$ cat src/hdl/cfe_pkg.sv
`default_nettype none

package cfe_pkg;

	// queue between the intake side and the frame sequencer
	localparam int CFE_QUEUE_DEPTH = 4;

	// configuration port
	localparam int CFE_ADDR_W = 2;
	localparam logic [CFE_ADDR_W-1:0] CFE_REG_APPEND_RETURN = 2'd0;

	// frame bytes
	localparam logic [7:0] CFE_DELIM = 8'h2B;
	localparam logic [7:0] CFE_CR = 8'h0D;

	// crc-16/ccitt-false
	localparam logic [15:0] CFE_CRC_POLY = 16'h1021;
	localparam logic [15:0] CFE_CRC_INIT = 16'hFFFF;
	localparam logic [15:0] CFE_CRC_TOP = 16'h8000;

	// one queued payload byte with its framing marks
	typedef struct packed {
		logic [7:0]  data;
		logic        first;
		logic        last;
		logic [31:0] length;
	} cfe_entry_t;

	// queue status seen by both sides
	typedef struct packed {
		logic full;
		logic empty;
	} cfe_q_stat_t;

	// one byte through the crc, msb first
	function automatic logic [15:0] cfe_crc_byte(input logic [15:0] crc_in,
			input logic [7:0] b);
		logic [15:0] c;
		c = crc_in ^ {b, 8'h00};
		for (int k = 0; k < 8; k++) begin
			if ((c & CFE_CRC_TOP) != 16'h0000) begin
				c = {c[14:0], 1'b0} ^ CFE_CRC_POLY;
			end else begin
				c = {c[14:0], 1'b0};
			end
		end
		return c;
	endfunction

endpackage

`default_nettype wire

$ cat src/hdl/cfe_in_if.sv
`default_nettype none

interface cfe_in_if;
	logic        valid;
	logic        ready;
	logic [7:0]  payload_byte;
	logic        first_byte;
	logic        last_byte;
	logic [31:0] payload_length;

	modport source (output valid, output payload_byte, output first_byte,
		output last_byte, output payload_length, input ready);
	modport sink (input valid, input payload_byte, input first_byte,
		input last_byte, input payload_length, output ready);
endinterface

`default_nettype wire

$ cat src/hdl/cfe_out_if.sv
`default_nettype none

interface cfe_out_if;
	logic       valid;
	logic       ready;
	logic [7:0] out_byte;
	logic       frame_end;

	modport source (output valid, output out_byte, output frame_end, input ready);
	modport sink (input valid, input out_byte, input frame_end, output ready);
endinterface

`default_nettype wire

$ cat src/hdl/cfe_front.sv
`default_nettype none

module cfe_front (
	input  wire                  clk,
	input  wire                  arst_n,
	cfe_in_if.sink               in_ch,
	input  cfe_pkg::cfe_q_stat_t stat,
	output logic                 push,
	output cfe_pkg::cfe_entry_t  push_entry
);
	import cfe_pkg::*;

	logic in_frame_q;
	logic take;

	// accept whenever the queue has room; stray bytes are taken and dropped
	assign in_ch.ready = !stat.full;
	assign take = in_ch.valid && in_ch.ready;
	assign push = take && (in_ch.first_byte || in_frame_q);

	always_comb begin
		push_entry.data = in_ch.payload_byte;
		push_entry.first = in_ch.first_byte;
		push_entry.last = in_ch.last_byte;
		push_entry.length = in_ch.payload_length;
	end

	// open frame tracking at intake time
	always_ff @(posedge clk or negedge arst_n) begin
		if (!arst_n) begin
			in_frame_q <= 1'b0;
		end else if (take) begin
			if (in_ch.first_byte) begin
				in_frame_q <= !in_ch.last_byte;
			end else if (in_ch.last_byte) begin
				in_frame_q <= 1'b0;
			end
		end
	end

endmodule

`default_nettype wire

$ cat src/hdl/cfe_queue.sv
`default_nettype none

module cfe_queue #(
	parameter int DEPTH = cfe_pkg::CFE_QUEUE_DEPTH
) (
	input  wire                  clk,
	input  wire                  arst_n,
	input  wire                  push,
	input  cfe_pkg::cfe_entry_t  push_entry,
	input  wire                  pop,
	output cfe_pkg::cfe_entry_t  head,
	output cfe_pkg::cfe_q_stat_t stat
);
	import cfe_pkg::*;

	localparam int PTR_W = (DEPTH > 1) ? $clog2(DEPTH) : 1;
	localparam int CNT_W = $clog2(DEPTH + 1);
	localparam logic [PTR_W-1:0] LAST_PTR = PTR_W'(DEPTH - 1);
	localparam logic [CNT_W-1:0] FULL_CNT = CNT_W'(DEPTH);

	cfe_entry_t       mem_q [DEPTH];
	logic [PTR_W-1:0] wr_ptr_q;
	logic [PTR_W-1:0] rd_ptr_q;
	logic [CNT_W-1:0] count_q;

	assign stat.full = (count_q == FULL_CNT);
	assign stat.empty = (count_q == '0);
	assign head = mem_q[rd_ptr_q];

	// entry storage
	always_ff @(posedge clk) begin
		if (push) begin
			mem_q[wr_ptr_q] <= push_entry;
		end
	end

	// pointers and fill count
	always_ff @(posedge clk or negedge arst_n) begin
		if (!arst_n) begin
			wr_ptr_q <= '0;
			rd_ptr_q <= '0;
			count_q <= '0;
		end else begin
			if (push) begin
				wr_ptr_q <= (wr_ptr_q == LAST_PTR) ? '0 : wr_ptr_q + 1'b1;
			end
			if (pop) begin
				rd_ptr_q <= (rd_ptr_q == LAST_PTR) ? '0 : rd_ptr_q + 1'b1;
			end
			if (push && !pop) begin
				count_q <= count_q + 1'b1;
			end else if (pop && !push) begin
				count_q <= count_q - 1'b1;
			end
		end
	end

endmodule

`default_nettype wire

$ cat src/hdl/cfe_back.sv
`default_nettype none

module cfe_back (
	input  wire                  clk,
	input  wire                  arst_n,
	input  cfe_pkg::cfe_entry_t  head,
	input  cfe_pkg::cfe_q_stat_t stat,
	input  wire                  append_return,
	output logic                 pop,
	cfe_out_if.source            out_ch
);
	import cfe_pkg::*;

	// sequencer phases, one output byte each
	localparam logic [3:0] PH_D0   = 4'd0;
	localparam logic [3:0] PH_D1   = 4'd1;
	localparam logic [3:0] PH_D2   = 4'd2;
	localparam logic [3:0] PH_L3   = 4'd3;
	localparam logic [3:0] PH_L2   = 4'd4;
	localparam logic [3:0] PH_L1   = 4'd5;
	localparam logic [3:0] PH_L0   = 4'd6;
	localparam logic [3:0] PH_DATA = 4'd7;
	localparam logic [3:0] PH_CH   = 4'd8;
	localparam logic [3:0] PH_CL   = 4'd9;
	localparam logic [3:0] PH_T0   = 4'd10;
	localparam logic [3:0] PH_T1   = 4'd11;
	localparam logic [3:0] PH_T2   = 4'd12;
	localparam logic [3:0] PH_CR   = 4'd13;

	logic [3:0]  phase_q;
	logic        started_q;
	logic [15:0] crc_q;
	logic        out_valid_q;
	logic [7:0]  out_byte_q;
	logic        frame_end_q;

	logic [3:0]  cur_phase;
	logic [3:0]  next_phase;
	logic        done;
	logic        advance;
	logic [7:0]  byte_n;
	logic        end_n;
	logic        crc_load;
	logic [15:0] crc_base;
	logic [15:0] crc_next;

	assign out_ch.valid = out_valid_q;
	assign out_ch.out_byte = out_byte_q;
	assign out_ch.frame_end = frame_end_q;

	// a fresh entry starts at the header or straight at its data byte
	assign cur_phase = started_q ? phase_q : (head.first ? PH_D0 : PH_DATA);
	assign advance = !stat.empty && (!out_valid_q || out_ch.ready);
	assign pop = advance && done;

	// byte selection and phase stepping
	always_comb begin
		byte_n = CFE_DELIM;
		end_n = 1'b0;
		next_phase = cur_phase;
		done = 1'b0;
		crc_load = 1'b0;
		unique case (cur_phase)
			PH_D0: next_phase = PH_D1;
			PH_D1: next_phase = PH_D2;
			PH_D2: next_phase = PH_L3;
			PH_L3: begin
				byte_n = head.length[31:24];
				crc_load = 1'b1;
				next_phase = PH_L2;
			end
			PH_L2: begin
				byte_n = head.length[23:16];
				crc_load = 1'b1;
				next_phase = PH_L1;
			end
			PH_L1: begin
				byte_n = head.length[15:8];
				crc_load = 1'b1;
				next_phase = PH_L0;
			end
			PH_L0: begin
				byte_n = head.length[7:0];
				crc_load = 1'b1;
				next_phase = PH_DATA;
			end
			PH_DATA: begin
				byte_n = head.data;
				crc_load = 1'b1;
				next_phase = PH_CH;
				done = !head.last;
			end
			PH_CH: begin
				byte_n = crc_q[15:8];
				next_phase = PH_CL;
			end
			PH_CL: begin
				byte_n = crc_q[7:0];
				next_phase = PH_T0;
			end
			PH_T0: next_phase = PH_T1;
			PH_T1: next_phase = PH_T2;
			PH_T2: begin
				end_n = !append_return;
				next_phase = PH_CR;
				done = !append_return;
			end
			PH_CR: begin
				byte_n = CFE_CR;
				end_n = 1'b1;
				done = 1'b1;
			end
			default: begin
				done = 1'b1;
			end
		endcase
	end

	// crc restarts with the first length byte of a frame
	assign crc_base = (cur_phase == PH_L3) ? CFE_CRC_INIT : crc_q;
	assign crc_next = cfe_crc_byte(crc_base, byte_n);

	// sequencer and crc state
	always_ff @(posedge clk or negedge arst_n) begin
		if (!arst_n) begin
			phase_q <= PH_D0;
			started_q <= 1'b0;
			crc_q <= CFE_CRC_INIT;
		end else if (advance) begin
			phase_q <= next_phase;
			started_q <= !done;
			if (crc_load) begin
				crc_q <= crc_next;
			end
		end
	end

	// output register
	always_ff @(posedge clk or negedge arst_n) begin
		if (!arst_n) begin
			out_valid_q <= 1'b0;
		end else if (advance) begin
			out_valid_q <= 1'b1;
		end else if (out_ch.ready) begin
			out_valid_q <= 1'b0;
		end
	end

	always_ff @(posedge clk) begin
		if (advance) begin
			out_byte_q <= byte_n;
			frame_end_q <= end_n;
		end
	end

	// a frame only ends on the closing delimiter or the carriage return
	assert property (@(posedge clk) disable iff (!arst_n)
		(out_valid_q && frame_end_q) |-> (out_byte_q == CFE_DELIM || out_byte_q == CFE_CR))
		else $error("frame end on a byte that cannot close a frame");

	// an entry in progress stays at the queue head until it is done
	assert property (@(posedge clk) disable iff (!arst_n)
		started_q |-> !stat.empty)
		else $error("sequencer mid entry with an empty queue");

	// the crc is only touched on length and data bytes
	assert property (@(posedge clk) disable iff (!arst_n)
		(advance && (cur_phase == PH_CH || cur_phase == PH_CL || cur_phase == PH_T2))
		|=> $stable(crc_q))
		else $error("crc changed while emitting trailer bytes");

	// the entry is released only after its data byte or the trailer
	assert property (@(posedge clk) disable iff (!arst_n)
		pop |-> (cur_phase == PH_DATA || cur_phase == PH_T2 || cur_phase == PH_CR))
		else $error("queue entry released mid frame");

endmodule

`default_nettype wire

$ cat src/hdl/crc16_framed_response_encoder.sv
`default_nettype none

// an accepted item is queued, and its first result byte leaves through the output register
// throughput: one output byte per cycle from the frame sequencer while an entry is queued
// and the output is free; first bytes get a header, last bytes a crc and trailer
// the input side keeps taking items while the queue (QUEUE_DEPTH entries) has room
// reset: append_return is 1, crc is 0xffff, no frame open, queue and output empty
module crc16_framed_response_encoder #(
	parameter int QUEUE_DEPTH = cfe_pkg::CFE_QUEUE_DEPTH
) (
	input  wire                          clk,
	input  wire                          arst_n,
	cfe_in_if.sink                       in_ch,
	cfe_out_if.source                    out_ch,
	input  wire                          psel,
	input  wire                          penable,
	input  wire                          pwrite,
	input  wire [cfe_pkg::CFE_ADDR_W-1:0] paddr,
	input  wire [31:0]                   pwdata,
	output logic [31:0]                  prdata,
	output logic                         pready
);
	import cfe_pkg::*;

	logic        append_return_q;
	logic        cfg_wr;
	logic        push;
	logic        pop;
	cfe_entry_t  push_entry;
	cfe_entry_t  head;
	cfe_q_stat_t stat;

	// configuration register
	assign pready = 1'b1;
	assign cfg_wr = psel && penable && pwrite && pready;

	always_ff @(posedge clk or negedge arst_n) begin
		if (!arst_n) begin
			append_return_q <= 1'b1;
		end else if (cfg_wr && paddr == CFE_REG_APPEND_RETURN) begin
			append_return_q <= pwdata[0];
		end
	end

	always_comb begin
		prdata = '0;
		if (paddr == CFE_REG_APPEND_RETURN) begin
			prdata = {31'b0, append_return_q};
		end
	end

	// intake and classification
	cfe_front u_front (
		.clk        (clk),
		.arst_n     (arst_n),
		.in_ch      (in_ch),
		.stat       (stat),
		.push       (push),
		.push_entry (push_entry)
	);

	// decoupling queue
	cfe_queue #(
		.DEPTH (QUEUE_DEPTH)
	) u_queue (
		.clk        (clk),
		.arst_n     (arst_n),
		.push       (push),
		.push_entry (push_entry),
		.pop        (pop),
		.head       (head),
		.stat       (stat)
	);

	// frame sequencer and crc
	cfe_back u_back (
		.clk           (clk),
		.arst_n        (arst_n),
		.head          (head),
		.stat          (stat),
		.append_return (append_return_q),
		.pop           (pop),
		.out_ch        (out_ch)
	);

endmodule

`default_nettype wire
$ cat src/flat_wrapper.sv
// flat-port wrapper written by rule: the top's interface ports become plain ports
module crc16_framed_response_encoder_flat import cfe_pkg::*;
#(
	parameter int QUEUE_DEPTH = cfe_pkg::CFE_QUEUE_DEPTH
)
  (clk, arst_n, psel, penable, pwrite, paddr, pwdata, prdata, pready, in_ch_valid, in_ch_payload_byte, in_ch_first_byte, in_ch_last_byte, in_ch_payload_length, in_ch_ready, out_ch_valid, out_ch_out_byte, out_ch_frame_end, out_ch_ready);
  cfe_in_if in_ch_i ();
  cfe_out_if out_ch_i ();
  input  wire clk;
  input  wire arst_n;
  input  wire psel;
  input  wire penable;
  input  wire pwrite;
  input  wire [cfe_pkg::CFE_ADDR_W-1:0] paddr;
  input  wire [31:0] pwdata;
  output logic [31:0] prdata;
  output logic pready;
  input wire logic [$bits(in_ch_i.valid)-1:0] in_ch_valid;
  input wire logic [$bits(in_ch_i.payload_byte)-1:0] in_ch_payload_byte;
  input wire logic [$bits(in_ch_i.first_byte)-1:0] in_ch_first_byte;
  input wire logic [$bits(in_ch_i.last_byte)-1:0] in_ch_last_byte;
  input wire logic [$bits(in_ch_i.payload_length)-1:0] in_ch_payload_length;
  output wire logic [$bits(in_ch_i.ready)-1:0] in_ch_ready;
  output wire logic [$bits(out_ch_i.valid)-1:0] out_ch_valid;
  output wire logic [$bits(out_ch_i.out_byte)-1:0] out_ch_out_byte;
  output wire logic [$bits(out_ch_i.frame_end)-1:0] out_ch_frame_end;
  input wire logic [$bits(out_ch_i.ready)-1:0] out_ch_ready;
  assign in_ch_i.valid = in_ch_valid;
  assign in_ch_i.payload_byte = in_ch_payload_byte;
  assign in_ch_i.first_byte = in_ch_first_byte;
  assign in_ch_i.last_byte = in_ch_last_byte;
  assign in_ch_i.payload_length = in_ch_payload_length;
  assign in_ch_ready = in_ch_i.ready;
  assign out_ch_valid = out_ch_i.valid;
  assign out_ch_out_byte = out_ch_i.out_byte;
  assign out_ch_frame_end = out_ch_i.frame_end;
  assign out_ch_i.ready = out_ch_ready;
  crc16_framed_response_encoder #(.QUEUE_DEPTH(QUEUE_DEPTH)) u_core (.clk(clk), .arst_n(arst_n), .in_ch(in_ch_i), .out_ch(out_ch_i), .psel(psel), .penable(penable), .pwrite(pwrite), .paddr(paddr), .pwdata(pwdata), .prdata(prdata), .pready(pready));
endmodule
$ cat config.mk
export PLATFORM = sky130hd
export DESIGN_NAME = crc16_framed_response_encoder_flat
export DESIGN_NICKNAME = d
export VERILOG_FILES = /design/src/hdl/cfe_pkg.sv /design/src/hdl/cfe_in_if.sv /design/src/hdl/cfe_out_if.sv /design/src/hdl/cfe_front.sv /design/src/hdl/cfe_queue.sv /design/src/hdl/cfe_back.sv /design/src/hdl/crc16_framed_response_encoder.sv /design/src/flat_wrapper.sv
export SDC_FILE = /design/constraint.sdc
export NUM_CORES = 1
export LEC_CHECK = 0
export ABC_AREA = 1
export BUFFER_PORTS_ARGS = -buffer_cell sky130_fd_sc_hd__buf_2
export CORE_MARGIN = 2
export CORE_UTILIZATION = 64
export CTS_BUF_LIST = sky130_fd_sc_hd__clkbuf_4
export CTS_CLUSTER_DIAMETER = 80
export DETAILED_ROUTE_END_ITERATION = 6
export GPL_TIMING_DRIVEN = 0
export MAX_ROUTING_LAYER = met4
export PLACE_DENSITY = 0.95
export SLEW_MARGIN = 20
export SYNTH_ARGS = -nofsm -noshare
export SYNTH_HDL_FRONTEND = slang
export SYNTH_SLANG_ARGS = --single-unit
$ cat constraint.sdc
create_clock -name clk -period 5.9 [get_ports clk]
set_input_delay 0.295 -clock clk [delete_from_list [all_inputs] [get_ports clk]]
set_output_delay 0.295 -clock clk [all_outputs]
set_load 0.02 [all_outputs]
==> qor.json, run 1 <==
{
  "finalWeightedCongestion": {"value": 0.944},
  "maxCapViolCount": {"value": 0},
  "worstPathMaxFanout": {"value": 10},
  "power": {"value": 6510, "unit": "uW"},
  "post_cts.repair.setup_buffers": {"value": 0},
  "synth.mux.area_fraction": {"value": 0.00106},
  "remaining_drc_errors": {"value": 0},
  "tritoncts": {"value": "done"},
  "internal_power": {"value": 3560, "unit": "uW"},
  "route.vias.total": {"value": 7818},
  "layout_stage_area_growth_over_the_synthesis_result": {"value": 20.4, "unit": "%"},
  "timing.setup.tns": {"value": 0, "unit": "ps"},
  "dpl.cell_count": {"value": 1149},
  "wire_length_per_cell": {"value": 20.5, "unit": "um"},
  "power_switching_share": {"value": 0.454},
  "share_of_the_synthesized_area_in_compound_gates_ao_oa_aoi_oai": {"value": 0.0938},
  "clk_pin_slew": {"value": 80, "unit": "ps"},
  "num_rows": {"value": 44},
  "grt_start_max_net_pins": {"value": 32},
  "n_antenna_cell": {"value": 0},
  "cts.sinks": {"value": 208},
  "design.die.area": {"value": 15700, "unit": "sq um"},
  "drv_slew": {"value": 0},
  "slowest_delay": {"value": 560, "unit": "ps"},
  "synth-warning-count": {"value": 0},
  "cts_made_buffers": {"value": 50},
  "cts.root.buffer_cell": {"value": "sky130_fd_sc_hd__clkbuf_4"},
  "wirelength": {"value": 26.4, "unit": "mm"},
  "drt-pass1-iter-count": {"value": 7},
  "ys_ff_latch": {"value": 208},
  "period_share": {"value": 0.626},
  "antenna_left": {"value": 0},
  "synth_top_cells_by_area": {"value": "sky130_fd_sc_hd__edfxtp_1 (57%), sky130_fd_sc_hd__nand2_1 (6.4%), sky130_fd_sc_hd__o21ai_0 (5.2%), sky130_fd_sc_hd__dfstp_2 (4.7%), sky130_fd_sc_hd__nor2_1 (4.7%)"},
  "worst-slew-pin-transition": {"value": 813, "unit": "ps"},
  "rsz0062_at_grt": {"value": "no"},
  "timing.fmax": {"value": 271, "unit": "MHz"},
  "chipWidth": {"value": 125, "unit": "um"},
  "synth_sequential_area_ratio": {"value": 0.650},
  "final_nets": {"value": 1155},
  "most-common-layout-cells": {"value": "sky130_fd_sc_hd__edfxtp_1 (177), sky130_fd_sc_hd__nand2_1 (161), sky130_fd_sc_hd__nor2_1 (113), sky130_fd_sc_hd__o21ai_0 (98), sky130_fd_sc_hd__clkbuf_4 (75)"},
  "ff2ff_setup_slack": {"value": 2210, "unit": "ps"},
  "first_iter_violations": {"value": 1321},
  "hold_viol_final": {"value": 0},
  "cts_max_path_bufs": {"value": 3},
  "layout-drive-gt1-share": {"value": 0.234},
  "grt_remaining_overflow": {"value": 0},
  "port_buffers": {"value": 63},
  "holdWs": {"value": 271, "unit": "ps"},
  "synth_area_per_cell": {"value": 10.8, "unit": "sq um"},
  "p_leak": {"value": 0.00464, "unit": "uW"},
  "portion_of_total_power_attributed_to_sequential_cells": {"value": 0.341},
  "worstSkewPairLatency": {"value": 710, "unit": "ps"},
  "arr_time_crit_path": {"value": 4250, "unit": "ps"},
  "synth-simple-area-share": {"value": 0.178},
  "post_route_clock_skew": {"value": 97.5, "unit": "ps"},
  "total_standard_cell_area_after_synthesis": {"value": 9400, "unit": "sq um"},
  "period_needed": {"value": 3690, "unit": "ps"},
  "irDropWorstVdd": {"value": 0.000288, "unit": "V"},
  "synthAdderAreaFrac": {"value": 0.0101},
  "synth_ff_type": {"value": "sky130_fd_sc_hd__edfxtp_1"},
  "via_per_inst": {"value": 6.07},
  "final_common_cell": {"value": "sky130_fd_sc_hd__edfxtp_1"},
  "crit_type": {"value": "flop to flop"},
  "startpoint_types": {"value": "flop"},
  "run_status": {"value": "completed"},
  "core_region_area": {"value": 14400, "unit": "sq um"},
  "synth_edf_count": {"value": 177},
  "worst_setup_path_end_kind": {"value": "flop"},
  "synth.lib_cells_used.distinct": {"value": 41},
  "clock_network_fraction_of_design_power": {"value": 0.184},
  "wire_length_of_the_first_global_routing_pass": {"value": 40.3, "unit": "mm"},
  "antenna_found_initial": {"value": 1},
  "worst_min_delay_path_category": {"value": "primary input to asynchronous set/reset pin"},
  "setup_viol": {"value": 0},
  "max_slew_margin": {"value": 0.456},
  "share_of_async_settable_or_async_resettable_flops_after_synthesis": {"value": 0.149},
  "finish.cell_count_without_fillers": {"value": 1288},
  "post_synth_top_area_share": {"value": 0.565},
  "worstPathCellList": {"value": "inv_1, clkbuf_1, o21ai_0, o221ai_1, o211ai_1, nand2_1, ha_1, inv_1, fa_1, nor2_1, nor2_1, nand2_1, xor2_1"},
  "syn-instance-count": {"value": 867},
  "p_per_area": {"value": 575, "unit": "nW/um^2"},
  "fillers": {"value": 820},
  "critPathSlowestCell": {"value": "sky130_fd_sc_hd__dfrtp_1"},
  "power.share.combinational": {"value": 0.475},
  "post_synth_xor_area_fraction": {"value": 0.00466},
  "cts.htree.levels": {"value": 2},
  "cts_hold_buffers": {"value": 48},
  "synth_top_family_by_area": {"value": "simple AND/OR/NAND/NOR gates"},
  "synthDominantAreaCellType": {"value": "sky130_fd_sc_hd__edfxtp_1"},
  "place_hpwl": {"value": 15.2, "unit": "mm"},
  "vert_die_dim": {"value": 125, "unit": "um"},
  "ioPinCount": {"value": 127},
  "global_route.usage.total": {"value": 0.345},
  "first_global_vias": {"value": 7537},
  "start_util": {"value": 0.652},
  "worst-endpoint-required": {"value": 6450, "unit": "ps"},
  "cts.repair.resized": {"value": 0},
  "switching_pwr": {"value": 2960, "unit": "uW"}
}
==> metrics by stage <==
stage | setup WS, ps | util | cell area (sq um)
finish | 2210 | 0.785 | 11300
floorplan | 2520 | - | 9520
global route | 2220 | 0.785 | 11300
global placement | 1470 | 0.698 | 10100
CTS | 2780 | 0.785 | 11300
detailed placement | 2930 | 0.707 | 10200
==> registers in the layout (all words and copies together) (netlist names) <==
name	count
u_core.u_back.phase_q	4
u_core.u_queue.rd_ptr_q	2
u_core.u_front.in_frame_q	1
u_core.u_queue.mem_q	168
u_core.u_queue.count_q	3
u_core.u_back.started_q	1
u_core.u_queue.wr_ptr_q	2
u_core.u_back.out_ch.valid	1
u_core.append_return_q	1
u_core.u_back.out_ch.frame_end	1
u_core.u_back.crc_q	16
u_core.u_back.out_ch.out_byte	8
==> kinds of logic after synthesis <==
group / Yosys count
simple gates: 369
flops: 208
compound gates: 159
buf+inv: 116
fa+ha+maj: 7
xor+xnor: 5
other cells: 2
mux: 1
==> final cells by class <==
| class | count | area (sq um) | share of cell area |
|---|---|---|---|
| multi-input combinational | 573 | 2860 | 0.253 |
| timing repair buffer | 116 | 902 | 0.0797 |
| tap | 184 | 230 | 0.0203 |
| clock buffer | 75 | 563 | 0.0497 |
| sequential | 208 | 6110 | 0.540 |
| inverter | 54 | 203 | 0.0179 |
| clock inverter | 16 | 72.6 | 0.00641 |
| buffer | 62 | 377 | 0.0333 |
==> power by group through the flow <==
stage	registers, uW	clock network, uW	logic [uW]
global placement	2220	0	2670
detailed placement	2220	0	2880
global route	2240	1270	3340
CTS	2200	1160	2950
finish	2220	1200	3100
floorplan	2230	0	2030
==> metal layers <==
layer  share of wire  GRT usage  vias to the layer above  routed length [um]
met2            0.49      0.563                      694               13000
li1                -          -                     3369                   -
met4           0.055      0.171                        0                1450
met1            0.33      0.406                     3625                8810
met3            0.12     0.0800                      130                3130
met5               0          -                        -                   0
==> worst max-delay path: cells and delay by family, from the launching register on <==
family          cells  cell delay, ps
flops               1             560
simple gates        4             420
fa+ha+maj           2             660
buf+inv             3             800
compound gates      3            1010
xor+xnor            1             150
==> Yosys cell counts, types with 2 or more instances <==
cell / instances
sky130_fd_sc_hd__a21oi_1: 7
sky130_fd_sc_hd__buf_4: 32
sky130_fd_sc_hd__buf_6: 3
sky130_fd_sc_hd__clkbuf_1: 26
sky130_fd_sc_hd__clkinv_1: 2
sky130_fd_sc_hd__conb_1: 2
sky130_fd_sc_hd__dfrtp_1: 14
sky130_fd_sc_hd__dfstp_2: 17
sky130_fd_sc_hd__edfxtp_1: 177
sky130_fd_sc_hd__ha_1: 6
sky130_fd_sc_hd__inv_1: 45
sky130_fd_sc_hd__inv_2: 7
sky130_fd_sc_hd__nand2_1: 161
sky130_fd_sc_hd__nand2_2: 12
sky130_fd_sc_hd__nand2_4: 2
sky130_fd_sc_hd__nand3_1: 42
sky130_fd_sc_hd__nand3_2: 4
sky130_fd_sc_hd__nand3_4: 2
sky130_fd_sc_hd__nand4_1: 4
sky130_fd_sc_hd__nor2_1: 117
sky130_fd_sc_hd__nor2_2: 11
sky130_fd_sc_hd__nor2_4: 8
sky130_fd_sc_hd__o211ai_1: 2
sky130_fd_sc_hd__o21a_1: 3
sky130_fd_sc_hd__o21ai_0: 98
sky130_fd_sc_hd__o21ai_1: 3
sky130_fd_sc_hd__o22ai_1: 41
sky130_fd_sc_hd__or2_2: 3
sky130_fd_sc_hd__xor2_1: 4
==> worst paths after layout <==
kind | depth (start not counted) | start | to
worst max-delay path | 13 | u_core.u_queue.rd_ptr_q[1] | u_core.u_queue.count_q[2]
worst min-delay path | 2 | arst_n | u_core.u_queue.rd_ptr_q[0]
worst max register to register | 13 | u_core.u_queue.rd_ptr_q[1] | u_core.u_queue.count_q[2]
worst min register to register | 2 | u_core.u_back.crc_q[7] | u_core.u_back.crc_q[7]
max in group asynchronous | 2 | arst_n | u_core.u_back.phase_q[0]
min in group clk | 2 | in_ch_payload_byte[0] | u_core.u_queue.mem_q[1][34]
Power figures use the tool's default switching activity.
==> run 2, diff against run 1 <==
Settings changed: CORE_UTILIZATION 64 to 54, PLACE_DENSITY 0.95 to 0.89.
Clock period 5.9 ns to 3.1 ns, I/O delays scaled along.
==> qor.json, run 2 (synthesized netlist as in run 1, its figures left out) <==
{
  "largest_register_ffs": {"value": 168, "change": "unchanged"},
  "grt_remaining_overflow": {"value": 0, "change": "unchanged"},
  "ioPinCount": {"value": 127, "change": "unchanged"},
  "setup_slack_after_layout": {"value": 238, "unit": "ps", "change": "-1970 ps"},
  "worstPathCellList": {"value": "buf_6, nand2_2, nand3_2, nand2_4, nand2_8, nand3_4, nor2_8, o221ai_1, o211ai_1, nand2_1, ha_1, inv_1, fa_1, nor2_1, a21oi_1"},
  "cts.sinks": {"value": 208, "change": "unchanged"},
  "drt-pass1-iter-count": {"value": 5, "change": "-2"},
  "cts_max_path_bufs": {"value": 3, "change": "unchanged"},
  "startpoint_types": {"value": "flop"},
  "num_rows": {"value": 48, "change": "+9.1%"},
  "vert_die_dim": {"value": 136, "unit": "um", "change": "+8.6%"},
  "cts.htree.levels": {"value": 2, "change": "unchanged"},
  "crit_family": {"value": "simple AND/OR/NAND/NOR gates"},
  "first_global_vias": {"value": 7215, "change": "-4.3%"},
  "worst-endpoint-required": {"value": 3650, "unit": "ps", "change": "-2800 ps"},
  "post_route_clock_skew": {"value": 42.0, "unit": "ps", "change": "-55.5 ps"},
  "critical_path.n_buffers_inverters": {"value": 2, "change": "-1"},
  "p_per_area": {"value": 1060, "unit": "nW/um^2", "change": "+85%"},
  "via_per_inst": {"value": 5.49, "change": "-9.5%"},
  "layout_stage_area_growth_over_the_synthesis_result": {"value": 22.4, "unit": "%"},
  "arr_time_crit_path": {"value": 3410, "unit": "ps", "change": "-840 ps"},
  "wirelength": {"value": 23.0, "unit": "mm", "change": "-13%"},
  "p_leak": {"value": 0.00471, "unit": "uW", "change": "+1.3%"},
  "port_buffers": {"value": 63, "change": "unchanged"},
  "max_slew_margin": {"value": 0.485, "change": "+0.0282"},
  "start_util": {"value": 0.547, "change": "-0.104"},
  "finalWeightedCongestion": {"value": 0.920, "change": "-2.5%"},
  "tritoncts": {"value": "done"},
  "worst_min_delay_path_category": {"value": "primary input to asynchronous set/reset pin"},
  "critPathSlowestCell": {"value": "sky130_fd_sc_hd__dfrtp_1"},
  "run_status": {"value": "completed"},
  "worstPathMaxFanout": {"value": 10, "change": "unchanged"},
  "worstSkewPairLatency": {"value": 670, "unit": "ps", "change": "-40 ps"},
  "place_ws": {"value": 190, "unit": "ps", "change": "-2740 ps"},
  "chipWidth": {"value": 136, "unit": "um", "change": "+8.6%"},
  "cts_made_buffers": {"value": 52, "change": "+4.0%"},
  "timing.fmax": {"value": 349, "unit": "MHz", "change": "+29%"},
  "maxCapViolCount": {"value": 0, "change": "unchanged"},
  "period_needed": {"value": 2860, "unit": "ps", "change": "-833 ps"},
  "first_iter_violations": {"value": 651, "change": "-51%"},
  "core_region_area": {"value": 17200, "unit": "sq um", "change": "+19%"},
  "most-common-layout-cells": {"value": "sky130_fd_sc_hd__edfxtp_1 (177), sky130_fd_sc_hd__nand2_1 (161), sky130_fd_sc_hd__nor2_1 (113), sky130_fd_sc_hd__o21ai_0 (98), sky130_fd_sc_hd__clkbuf_4 (77)"},
  "final_util": {"value": 0.670, "change": "-0.115"},
  "hold_viol_final": {"value": 0, "change": "unchanged"},
  "drv_slew": {"value": 0, "change": "unchanged"},
  "design.die.area": {"value": 18500, "unit": "sq um", "change": "+18%"},
  "wire_length_per_cell": {"value": 17.2, "unit": "um", "change": "-16%"},
  "worst_setup_path_end_kind": {"value": "flop"},
  "registers.top_by_ff_count": {"value": "u_core.u_queue.mem_q"},
  "crit_type": {"value": "flop to flop"},
  "period_share": {"value": 0.923, "change": "+0.297"},
  "clk_pin_slew": {"value": 70, "unit": "ps", "change": "about the same"},
  "place_hpwl": {"value": 15.3, "unit": "mm", "change": "+0.69%"},
  "worst-slew-pin-transition": {"value": 771, "unit": "ps", "change": "-42.2 ps"},
  "final_nets": {"value": 1164, "change": "+0.78%"},
  "antenna_found_initial": {"value": 1, "change": "unchanged"},
  "global_route.usage.total": {"value": 0.263, "change": "-0.0823"},
  "setup_viol": {"value": 0, "change": "unchanged"},
  "route.vias.total": {"value": 7335, "change": "-6.2%"},
  "slowest_delay": {"value": 490, "unit": "ps", "change": "-70 ps"},
  "cts.root.buffer_cell": {"value": "sky130_fd_sc_hd__clkbuf_4"},
  "grt_start_max_net_pins": {"value": 32, "change": "unchanged"},
  "remaining_drc_errors": {"value": 0, "change": "unchanged"},
  "wire_length_of_the_first_global_routing_pass": {"value": 35.9, "unit": "mm", "change": "-11%"},
  "irDropWorstVdd": {"value": 0.000509, "unit": "V", "change": "+76%"},
  "final_common_cell": {"value": "sky130_fd_sc_hd__edfxtp_1"},
  "antenna_left": {"value": 0, "change": "unchanged"},
  "layout-drive-gt1-share": {"value": 0.243, "change": "+0.00977"}
}
## run 2: cell count changes in the layout (fill, tap and decap cells not counted), moves of 2 or more
cell                         previous run  this run
sky130_fd_sc_hd__buf_16                 2         5
sky130_fd_sc_hd__buf_4                 32        37
sky130_fd_sc_hd__clkbuf_1              26        23
sky130_fd_sc_hd__clkbuf_2               0         2
sky130_fd_sc_hd__clkbuf_4              75        77
sky130_fd_sc_hd__clkinv_1              14        11
sky130_fd_sc_hd__clkinv_2               2         0
sky130_fd_sc_hd__clkinv_4               2         0
sky130_fd_sc_hd__clkinvlp_4             0         2
## run 2: path summary, 6_finish.rpt
path	startpoint	endpoint	slack [ps]	cells past startpoint
setup / recovery	u_core.u_queue.rd_ptr_q[0]	u_core.u_queue.count_q[1]	240	15
hold / removal	arst_n	u_core.u_back.phase_q[2]	100	2
setup reg to reg	u_core.u_queue.rd_ptr_q[0]	u_core.u_queue.count_q[1]	240	15
hold reg to reg	u_core.u_back.crc_q[12]	u_core.u_back.crc_q[12]	490	2
max in group asynchronous	arst_n	u_core.u_queue.rd_ptr_q[1]	2470	2
min in group clk	out_ch_ready	u_core.u_back.out_ch.valid	220	3
## run 2: metal layers
| metal | GRT usage | vias to the layer above | wire, um |
|---|---|---|---|
| li1 | - | 3384 | - |
| met1 | 0.305 | 3470 | 8670 |
| met2 | 0.437 | 411 | 11500 |
| met3 | 0.0611 | 70 | 2180 |
| met4 | 0.120 | 0 | 649 |
| met5 | - | - | 0 |
## run 2: worst register-to-register path, delay by kind of cell, from the launching register on
| kind | cells | cell delay (ps) |
|---|---|---|
| flops | 1 | 490 |
| fa+ha+maj | 2 | 620 |
| compound gates | 3 | 360 |
| simple gates | 8 | 990 |
| buf+inv | 2 | 310 |
## run 2: report_power, final
| part | internal (uW) | total [uW] | switching (uW) | leakage, uW |
|---|---|---|---|---|
| clock network | 1210 | 2280 | 1070 | 0.000387 |
| registers | 3890 | 4180 | 281 | 0.00197 |
| logic | 1840 | 5760 | 3920 | 0.00235 |
| total | 6940 | 12200 | 5270 | 0.00471 |
## run 2: repair_timing
action | in CTS | in global routing
gates resized for setup | 0 | 6
buffers inserted | 0 | 5
hold endpoints to repair | 204 | 0
setup endpoints to repair | 0 | 2
hold buffers | 49 | 0
## run 2: metrics by stage
stage               hold WS, ps  TNS, ps  instance area, sq um  cells  total power [uW]
floorplan                  -141   -47470                  9520    897              8110
global placement            271  -234800                 10100   1185              9360
detailed placement          256        0                 10300   1192              9720
CTS                         100        0                 11500   1330             12100
global route                155    -2.94                 11500   1335             13000
finish                     96.6        0                 11500   1335             12200
## run 2: layout make-up
type | count | area (sq um)
flip-flops and latches | 208 | 6110
fillers | 1227 | 5670
multi-input cells | 573 | 2860
repair buffers | 124 | 1010
clock buffers | 77 | 578
plain buffers | 61 | 375
well taps | 225 | 282
inverters | 54 | 206
clock inverters | 12 | 75.1
diodes | 1 | 2.50
